$ cat src/design/kwta_pkg.sv
// Shared types and constants for the k-winners-take-all selector.
package kwta_pkg;

   localparam int ACT_W = 32;
   localparam int OUT_IDX_W = 10;
   localparam int TAG_W = 16;
   localparam int K_W = 7;
   localparam logic [K_W-1:0] K_RESET = 7'd8;

   typedef struct packed {
      logic [ACT_W-1:0] activation;
      logic             last_item;
   } req_beat_type;

   typedef struct packed {
      logic [OUT_IDX_W-1:0] winner_index;
      logic                 last_winner;
   } rsp_beat_type;

   // Classified beat that travels from the front to the back.
   typedef struct packed {
      logic [ACT_W-1:0] activation;
      logic [TAG_W-1:0] index;
      logic             last_item;
      logic             keep;
   } tag_beat_type;

   typedef enum logic [1:0] {
      BACK_INSERT,
      BACK_SORT,
      BACK_EMIT
   } back_state_type;

endpackage

$ cat src/design/kwta_front.sv
// Front end: accepts beats, numbers them within the run and flags overflow.
module kwta_front import kwta_pkg::*; #(
   parameter int MAX_NEURONS = 1024
) (
   input  logic         clock,
   input  logic         reset,
   input  logic         req_valid,
   output logic         req_ready,
   input  req_beat_type req_data,
   output logic         push,
   output tag_beat_type push_data,
   input  logic         queue_full
);
   localparam int SEEN_W = $clog2(MAX_NEURONS + 1);

   logic [SEEN_W-1:0]       seen_ff, seen_in;
   logic [SEEN_W+TAG_W-1:0] seen_ext;
   logic                    keep;

   assign req_ready = !queue_full;
   assign push      = req_valid && req_ready;
   assign keep      = seen_ff < SEEN_W'(MAX_NEURONS);
   assign seen_ext  = {{TAG_W{1'b0}}, seen_ff};

   // Tag the beat with its index in the run
   always_comb begin
      push_data.activation = req_data.activation;
      push_data.index      = seen_ext[TAG_W-1:0];
      push_data.last_item  = req_data.last_item;
      push_data.keep       = keep;
   end

   // Advance the item count, restart it after the last beat
   always_comb begin
      seen_in = seen_ff;
      if (push) begin
         if (req_data.last_item) begin
            seen_in = '0;
         end else if (keep) begin
            seen_in = seen_ff + SEEN_W'(1);
         end
      end
   end

   always_ff @(posedge clock) begin
      if (reset) begin
         seen_ff <= '0;
      end else begin
         seen_ff <= seen_in;
      end
   end
endmodule

$ cat config.mk
export PLATFORM = sky130hd
export DESIGN_NAME = kwta_front
export DESIGN_NICKNAME = d
export VERILOG_FILES = /design/src/design/kwta_pkg.sv /design/src/design/kwta_front.sv
export SDC_FILE = /design/constraint.sdc
export NUM_CORES = 1
export LEC_CHECK = 0
export BUFFER_PORTS_ARGS = -buffer_cell sky130_fd_sc_hd__buf_2
export CAP_MARGIN = 20
export CORE_ASPECT_RATIO = 1.75
export CORE_UTILIZATION = 38
export DETAILED_ROUTE_END_ITERATION = 7
export HOLD_SLACK_MARGIN = 0.03
export PLACE_DENSITY = 0.95
export SLEW_MARGIN = 10
export SYNTH_ARGS = -nofsm -noshare
export SYNTH_HDL_FRONTEND = slang
export SYNTH_SLANG_ARGS = --single-unit
$ cat constraint.sdc
create_clock -name clock -period 3.8 [get_ports clock]
set_input_delay 0.38 -clock clock [delete_from_list [all_inputs] [get_ports clock]]
set_output_delay 0.38 -clock clock [all_outputs]
set_load 0.05 [all_outputs]
* Yosys cells after proc, flatten, opt, wreduce, memory -nomap -nowiden
Index checks and enable logic that the tools add are counted.
Word-level totals: bits in registers 11, input bits 37, output and inout bits 52, logic and storage cells 9
Cells by class: $add $sub $neg 1, $lt $le $gt $ge 1, multiplexer cells 2, reductions and logical operators 4
Operators with widths (count):
- 2-to-1 mux 11 bit | 2
- adder 11 x 1 -> 11 bit, second input constant | 1
- less-than comparator 11 bit, second input constant | 1
- AND reduction 2 bit | 1
- nonzero test 2 bit | 1
- logical AND 1 bit | 1
- zero test 1 bit | 1

* Depth between registers and ports, before layout
depth in word-level cells 3, mapped depth 6, depth with buffers taken out 5

* Worst setup path after synthesis
OpenSTA, ideal clock, no wires.
kind register to register, from reg seen_ff[0], to reg seen_ff[6], setup time 126 ps, arrival 1528 ps, data required time 3674 ps, path slack 2146 ps, cell stages (with the launch flop) 6, path buffers 0, period minus slack after synthesis 1654 ps, cell sequence dfxtp_1 ha_1 nand4_1 nor4_2 xnor2_1 nor2_1
On the way: word-level cells in the longest chain between the ends 3, elaborated cells between the ends (all ways) 6, classes of those cells add/sub (1); order compare (1); mux (2); reduce/logical (2)
RTL lines:
- from (decl) | RTL line kwta_front.sv:16 | logic [SEEN_W-1:0] seen_ff, seen_in;
- from (signal assigned) | RTL line kwta_front.sv:49 | seen_ff <= seen_in;
- adder 11 x 1 -> 11 bit or less-than comparator 11 bit (tied branches) | RTL line kwta_front.sv:40, kwta_front.sv:22
- 2-to-1 mux 11 bit or nonzero test 2 bit (tied branches)
- 2-to-1 mux 11 bit or AND reduction 2 bit (tied branches)
Parallel ways exist; a longest one is shown, timed or not. The select of a mux whose other input is x is not followed. A chain may end at the register's enable or synchronous reset.

* Final worst setup path
Ends and elaborated chain as after synthesis.

==> summary.txt <==
DR vias/cell - 5.28
Setup TNS Final - 0 ns
worst hold path type - input pin to flop
Crit Path Class - flop to flop
Main synth FF type - dfxtp_1
CTS buffer count - 3
Post-synth ARST share - 0
maximum clock insertion buffer count - 2
most frequent cells in the layout - buf_2, dfxtp_1, nor2_1
post-CTS resize count - 0
# setup viols final - 0
detailed placer's ending HPWL - 1270 um
clk_skew - 0.000759 ns
max reg flops - 11
Crit. End Element - flop
total power - 0.237 mW
PD cells - 326 nW/um^2
register area - 220 um^2
Rows - 22
Critical Path RT - 3.96 ns
Pleak - 0.302 nW
htree depth - 1
CTS tree - yes
crit path time final - 1.44 ns
die width - 38.1 um
WHS Path Cells - 2
CP max-delay cell - dfxtp_1
Max Freq - 695 MHz
Final Hold Viols - 0
fin. max-slew vios - 0
Post-CTS Setup Inserts - 0
post-synthesis mux area share - 0
#FFs+latches synth - 11
Max stage delay on crit path - 0.40 ns
Top Registers - seen_ff x11
Tcrit/Tclk final - 0.379
CORE AREA - 2120 um^2
fin util - 0.343
R2R depth - 5
register area share after synthesis - 0.254
Initial Utilization - 0.410
top fanout value on the critical path - 5
RSZ-0062 raised after global routing - no
# DRC - 0
synth unique cells - 27
initial antenna violation count - 0
routability cong. - 0.917
ant diodes - 0
first-pass GRT wire length - 2500 um
vias in the first global route - 557
commonest non-fill, non-tap cell in the layout - buf_2
compound-gate portion of the synthesized area - 0.0663
Max Cap Viol - 0
Final Net Count - 129
Tot GR Track Use - 0.148
buffers added on ports - 19
status - completed
CP Cell Sequence - ha_1, nand4_1, nor4_2, xnor2_1, nor2_1
critical path arrival - 1.60 ns
CTS root buf - clkbuf_4
Final ANT Viol Nets - 0
Peak VDD IR - 157 uV
crit start category - flop
multi-input logic area - 328 um^2
die area - 2490 um^2
post-synthesis xor/xnor area fraction - 0.0605
largest family of logic cells by synthesized area - buffers and inverters
filler cell count - 222
Area Growth Syn to Fin - -16.3%
worst hold slack - 0.284 ns
largest reg by FF count - seen_ff
DRT Wirelength - 1610 um
cts hold-fix bufs - 0
post-synthesis cell count - 104
First-pass DRT Iterations - 4
adder-cell share of the synthesized area - 0.0144
initial DRC count - 22
synth warn - 0
Synth Area per Inst - 8.35 um^2
largest net degree at the start of global routing - 10
clock net sink count - 11
# IOs - 89
share of layout cells above drive strength 1 - 0.300
Cell Area, Synth - 868 um^2
routed len/inst - 14.1 um
Worst-path clk slew - 0.07 ns
grt ovf - 0
Simple-Gate Fraction of Synth Area - 0.215
clk_lat worst skew - 0.28 ns
die extent in y - 65.2 um
Vias - 602
EDFF count, synth - 0
[layer usage]
metal	GRT usage	share of wire
met5	0	0
met4	0.196	0.095
met3	0.0541	0.12
met2	0.222	0.48
met1	0.120	0.31
[stage by stage]
step,worst slack [ns],cell area (um^2),std cells
floorplan,2.15,883,108
global placement,2.42,701,110
detailed placement,2.39,701,110
CTS,2.38,727,114
global route,2.21,727,114
finish,2.36,727,114
[cells by family after synthesis]
group	after synthesis
flip-flops	11
adder cells (fa/ha/maj)	1
other	1
buffers and inverters	45
XOR/XNOR	6
AO/OA/AOI/OAI	11
AND/OR/NAND/NOR	29
[critical path, delay by kind of cell, from the launching register on]
family | cells | cell delay [ns]
flops | 1 | 0.40
fa+ha+maj | 1 | 0.24
simple gates | 3 | 0.52
xor+xnor | 1 | 0.16
[cell type report]
cell class | instances | share of cell area
multi-input combinational | 52 | 0.451
clock buffer | 4 | 0.0361
inverter | 4 | 0.0379
timing repair buffer | 19 | 0.131
sequential | 11 | 0.303
tap | 24 | 0.0413
[where the power goes]
part / switching [mW] / internal, mW
clock network: 0.0417 / 0.0408
logic: 0.0295 / 0.00722
registers: 0.00129 / 0.116
total: 0.0725 / 0.164
[worst paths after layout]
kind | startpoint | end | slack, ns
min | reset | seen_ff[2] | 0.28
max reg2reg | seen_ff[0] | seen_ff[6] | 2.36
min reg2reg | seen_ff[9] | seen_ff[10] | 0.50
max | seen_ff[0] | seen_ff[6] | 2.36
[Yosys cell counts (all sizes together) (2+ instances only)]
| library cell | n | area (um^2) |
|---|---|---|
| nor4 | 2 | 25.0 |
| or3 | 2 | 12.5 |
| nor3 | 2 | 10.0 |
| dfxtp | 11 | 220 |
| buf | 40 | 304 |
| nand3 | 3 | 15.0 |
| nand4 | 4 | 40.0 |
| nand2b | 2 | 20.0 |
| a21oi | 6 | 30.0 |
| nor2 | 8 | 30.0 |
| o21ai | 4 | 20.0 |
| nand2 | 2 | 7.51 |
| xnor2 | 5 | 43.8 |
| inv | 3 | 11.3 |
Power figures use the tool's default switching activity.
