===== src/design/kwta_pkg.sv =====
// Shared types and constants for the k-winners-take-all selector.
package kwta_pkg;

   localparam int ACT_W = 32;
   localparam int OUT_IDX_W = 10;
   localparam int TAG_W = 16;
   localparam int K_W = 7;
   localparam logic [K_W-1:0] K_RESET = 7'd8;

   typedef struct packed {
      logic [ACT_W-1:0] activation;
      logic             last_item;
   } req_beat_type;

   typedef struct packed {
      logic [OUT_IDX_W-1:0] winner_index;
      logic                 last_winner;
   } rsp_beat_type;

   // Classified beat that travels from the front to the back.
   typedef struct packed {
      logic [ACT_W-1:0] activation;
      logic [TAG_W-1:0] index;
      logic             last_item;
      logic             keep;
   } tag_beat_type;

   typedef enum logic [1:0] {
      BACK_INSERT,
      BACK_SORT,
      BACK_EMIT
   } back_state_type;

endpackage


===== src/design/kwta_queue.sv =====
// Two-entry queue between the front and the back.
module kwta_queue import kwta_pkg::*; (
   input  logic         clock,
   input  logic         reset,
   input  logic         push,
   input  tag_beat_type push_data,
   output logic         full,
   input  logic         pop,
   output logic         not_empty,
   output tag_beat_type pop_data
);
   tag_beat_type mem_ff [2];
   logic         wr_ptr_ff, wr_ptr_in;
   logic         rd_ptr_ff, rd_ptr_in;
   logic [1:0]   count_ff, count_in;

   assign full      = count_ff == 2'd2;
   assign not_empty = count_ff != 2'd0;
   assign pop_data  = mem_ff[rd_ptr_ff];

   // Move pointers and count
   always_comb begin
      wr_ptr_in = push ? !wr_ptr_ff : wr_ptr_ff;
      rd_ptr_in = pop ? !rd_ptr_ff : rd_ptr_ff;
      count_in  = count_ff;
      if (push && !pop) begin
         count_in = count_ff + 2'd1;
      end else if (pop && !push) begin
         count_in = count_ff - 2'd1;
      end
   end

   always_ff @(posedge clock) begin
      if (reset) begin
         wr_ptr_ff <= 1'b0;
         rd_ptr_ff <= 1'b0;
         count_ff  <= 2'd0;
      end else begin
         wr_ptr_ff <= wr_ptr_in;
         rd_ptr_ff <= rd_ptr_in;
         count_ff  <= count_in;
      end
   end

   // Store the beat
   always_ff @(posedge clock) begin
      if (push) begin
         mem_ff[wr_ptr_ff] <= push_data;
      end
   end
endmodule


===== config.mk =====
export PLATFORM = sky130hd
export DESIGN_NAME = kwta_queue
export DESIGN_NICKNAME = d
export VERILOG_FILES = /design/src/design/kwta_pkg.sv /design/src/design/kwta_queue.sv
export SDC_FILE = /design/constraint.sdc
export NUM_CORES = 1
export LEC_CHECK = 0
export BUFFER_PORTS_ARGS = -buffer_cell sky130_fd_sc_hd__buf_4
export CORE_ASPECT_RATIO = 1.2
export CORE_MARGIN = 8
export CORE_UTILIZATION = 55
export CTS_CLUSTER_SIZE = 25
export DETAILED_ROUTE_END_ITERATION = 8
export GPL_TIMING_DRIVEN = 0
export HOLD_SLACK_MARGIN = 0.06
export PLACE_DENSITY_LB_ADDON = 0.15
export SETUP_SLACK_MARGIN = 0.05
export SYNTH_ARGS = -nofsm -noshare
export SYNTH_HDL_FRONTEND = slang
export SYNTH_SLANG_ARGS = --single-unit

===== constraint.sdc =====
create_clock -name clock -period 7.6 [get_ports clock]
set_clock_uncertainty 0.05 [all_clocks]
set_input_delay 1.52 -clock clock [delete_from_list [all_inputs] [get_ports clock]]
set_output_delay 1.52 -clock clock [all_outputs]
set_load 0.02 [all_outputs]

# [Yosys cells after proc, flatten, opt, wreduce, memory -nomap -nowiden]
# Memories as Yosys holds them, arrays and structs flattened. A register that Yosys moved wholly into a read port is not among the register bits.
# Cells that the tools add are included.
[totals] reg_bits=4 mem_bits_rw=100 out_inout_bits=52 n_memories=1
[classes] n_addsub=2 eq_ne=1 n_mux=6 n_reduce_logical=8
[memory_table] memory="mem_ff" depth=2 word_bits=50 read_ports=1 rd_ports_with_merged_regs=1 write_ports=1 line_no="kwta_queue.sv:12" text="tag_beat_type mem_ff [2];"
[ops] op="$logic_not 1->1" count=4
[ops] op="$mux 1" count=4
[ops] op="$mux 2" count=2
[ops] op="$reduce_bool 2->1" count=2
[ops] op="$add 2x1->2 const B" count=1
[ops] op="$eq 2x2->1 const B" count=1
[ops] op="$logic_and 1x1->1" count=2
[ops] op="$sub 2x1->2 const B" count=1

# [Logic depth before layout (Yosys ltp)]
[depth] ltp_word=4 depth_mapped=5

# [Worst setup path before layout]
# No wires, ideal clock.
[synth_path] path_type="input to register" startpoint="input port push" endpoint="memory mem_ff[0][0] (netlist name) (enable)" arrival_ps=3736 path_slack_ps=3350 path_stages=1 n_path_buf=0 cell_sequence="nor2b_1"
[synth_between] elab_chain_cells=2
[synth_lines] item="start: declaration" line_no="kwta_queue.sv:5" text="input logic push,"
[synth_lines] item="$mux 1" line_no="kwta_queue.sv:47" text="if (push) begin"
[synth_lines] item="$mux 1 (implied by the code)" line_no="kwta_queue.sv:48" text="mem_ff[wr_ptr_ff] <= push_data;"
[synth_lines] item="end: declaration" line_no="kwta_queue.sv:12"
# No other way between the ends.

==> results.cfg <==
[grt]
grt_antenna_before_repair = 0
grt_usage_pct = 14.7
grt_pass1_wl_um = 10900
grt_pass1_vias = 2198
grt_max_degree = 27
grt_overflow = 0
globalRouteMet3Util_pct = 5.44
use_met1_pct = 14.5
grtUsageMet2_pct = 26.6
grt-busiest-layer = met2

[pwr]
ir_worst_vdd_uv = 199
leakage_nw = 1.91
power.density_nw_per_um2 = 260

[critical_path]
critPathRequiredTime_ps = 6030
arrival_ps = 1550
path_common_cell = buf_4
crit_path_end_kind = output port
critical_path_buf_inv_count = 3
path_class = reg2out
slowest_stage = mux2_2
cp_max_fo = 10
worst_path_largest_cell_delay_ps = 360
cp_top_family = buffers and inverters
cp.depth = 4
path_cells = buf_2, buf_4, mux2_2, buf_4
cp-start-kind = flip-flop
reg2reg_slack_ps = 5960
worst_r2r_path_depth = 2

[min_path]
hold_path_depth = 2
min_path_type = reg2reg

[cells_and_area]
synthToLayoutAreaGrowth_pct = 31.6
fin_nets = 351
antennaDiodeCount = 0
final_util_pct = 74.2
instances_no_fill = 388
drive_gt1_share_pct = 58.8

[status]
outcome = completed

[floorplan]
die_h_um = 107
start_util_pct = 56.4
die_w_um = 92.1
design.core.area_sq_um = 6770
die-area_sq_um = 9880
io_pins = 106
fp-row-count = 33

[routing]
drt_iter0_drc = 91
final_antenna_net_count = 0
dr.pass1.iters = 4
vias = 1975
drt-total-wl_um = 7250
drcViolationCount = 0
post_drt_wl_per_cell_um = 18.7
vias_per_cell = 5.09

[sta]
slew_violations = 0
maxSlewHeadroom_pct = 45.3
worstMarginPinSlew_ps = 819
timing.final.crit_share_pct = 41.0
hold_slack_ps = 472
fin_ws_ps = 4480
tns_ps = 0
rsz0062_at_grt = false
final-hold-violation-count = 0
setup_violations = 0
fmax_ghz = 0.321
fin_crit_ps = 3120

[cts]
cts-root-buf = clkbuf_8
numCtsBuffers = 9
clk_pin_slew_ps = 90
clockBufferDepth = 2
cts_hold_buf = 0
htreeDepth = 3
insertion_delay_ps = 340
cts_resized = 0
cts_sinks = 105
tritoncts = yes
cts_setup_buffers = 0

[yosys]
yosysUniqueCellTypes = 18
netlist_area_sq_um = 3820
synth_area_per_cell_sq_um = 21.5
yosys_warnings = 0
synth_top_area_share_pct = 78.6
synthCells = 178
synth_fp_nets = 233
yosysTopAreaCell = edfxtp_1
ys_seq_area_share_pct = 81.3
ys_top_cells_by_area = edfxtp_1 79%, mux2_2 14%, dfxtp_1 2.6%, mux2_1 1.2%, buf_4 0.98%
ys_seq_elements = 105

[place]
dp_hpwl_um = 5130
pre_cts_ws_ps = 4610
dp_cells = 372
portBuffers = 105
gp_congestion = 0.700

[run]
drv_cap = 0
flip-flops by register name, indices dropped and copies added, names as in the netlist, named ones only:
| name | flops |
|---|---|
| count_ff | 2 |
| rd_ptr_ff | 1 |
| wr_ptr_ff | 1 |
| mem_ff | 100 |
path summary, 6_finish.rpt:
kind	endpoint	startpoint
max reg2reg	mem_ff[0][24]$_DFFE_PP_	wr_ptr_ff$_SDFFE_PP0P_
min	flip-flop	rd_ptr_ff$_SDFFE_PP0P_
max	pop_data[33]	flip-flop
min reg2reg	flip-flop	rd_ptr_ff$_SDFFE_PP0P_
placed cells by master, fill, tap and decap left out, drive strengths merged:
cell type  instances
or3                1
xor2               2
nor2b              1
or2                1
xnor2              2
and2               1
edfxtp           100
ha                 1
clkbuf            11
and2b              1
o21ai              1
nor2               4
mux2              50
bufinv             4
clkinvlp           1
buf              113
dfxtp              5
inv                1
a21oi              1
cells by family (layout without fill, tap and decap cells):
group	count (synthesis)	in the layout	share of synthesized area, %
AOI/OAI and AO/OA	2	2	0.262
xor gates and xnor gates	4	4	0.918
adders and majority gates	1	1	0.328
buffers and inverters	7	130	1.21
DFF	105	105	81.3
muxes	50	50	14.7
and+or+nand+nor	9	9	1.28
power by group:
part | switching, mW | internal [mW]
registers | 0.00928 | 0.673
clock network | 0.175 | 0.252
logic | 0.101 | 0.0952
metal layers:
layer | share of wire (%) | vias up
met3 | 6.3 | 11
li1 | - | 926
met5 | 0 | -
met2 | 55 | 65
met4 | 1.6 | 0
met1 | 37 | 973
cell usage after synthesis, drive strengths merged:
master,instances
a21oi,1
and2,1
and2b,1
buf,6
dfxtp,5
edfxtp,100
ha,1
inv,1
mux2,50
nor2,4
nor2b,1
o21ai,1
or2,1
or3,1
xnor2,2
xor2,2
worst register-to-register path: stages (launching register included):
cell	delay (ps)
dfxtp_1	360
nor2b_4	660
buf_12	280
final cells by class:
class | instances | area [sq um]
clock inverters | 5 | 128
multi-input cells | 66 | 678
flip-flops and latches | 105 | 3100
inverters | 1 | 3.75
well taps | 87 | 109
repair buffers | 107 | 828
plain buffers | 6 | 42.5
fillers | 430 | 1750
clock buffers | 11 | 131
stage by stage:
stage	power, mW	instance area [sq um]
after floorplan	0.801	3820
after global placement	0.888	4720
after detailed placement	0.896	4760
after CTS	1.32	5020
after global routing	1.36	5020
final	1.31	5020
Power figures use the tool's default switching activity.
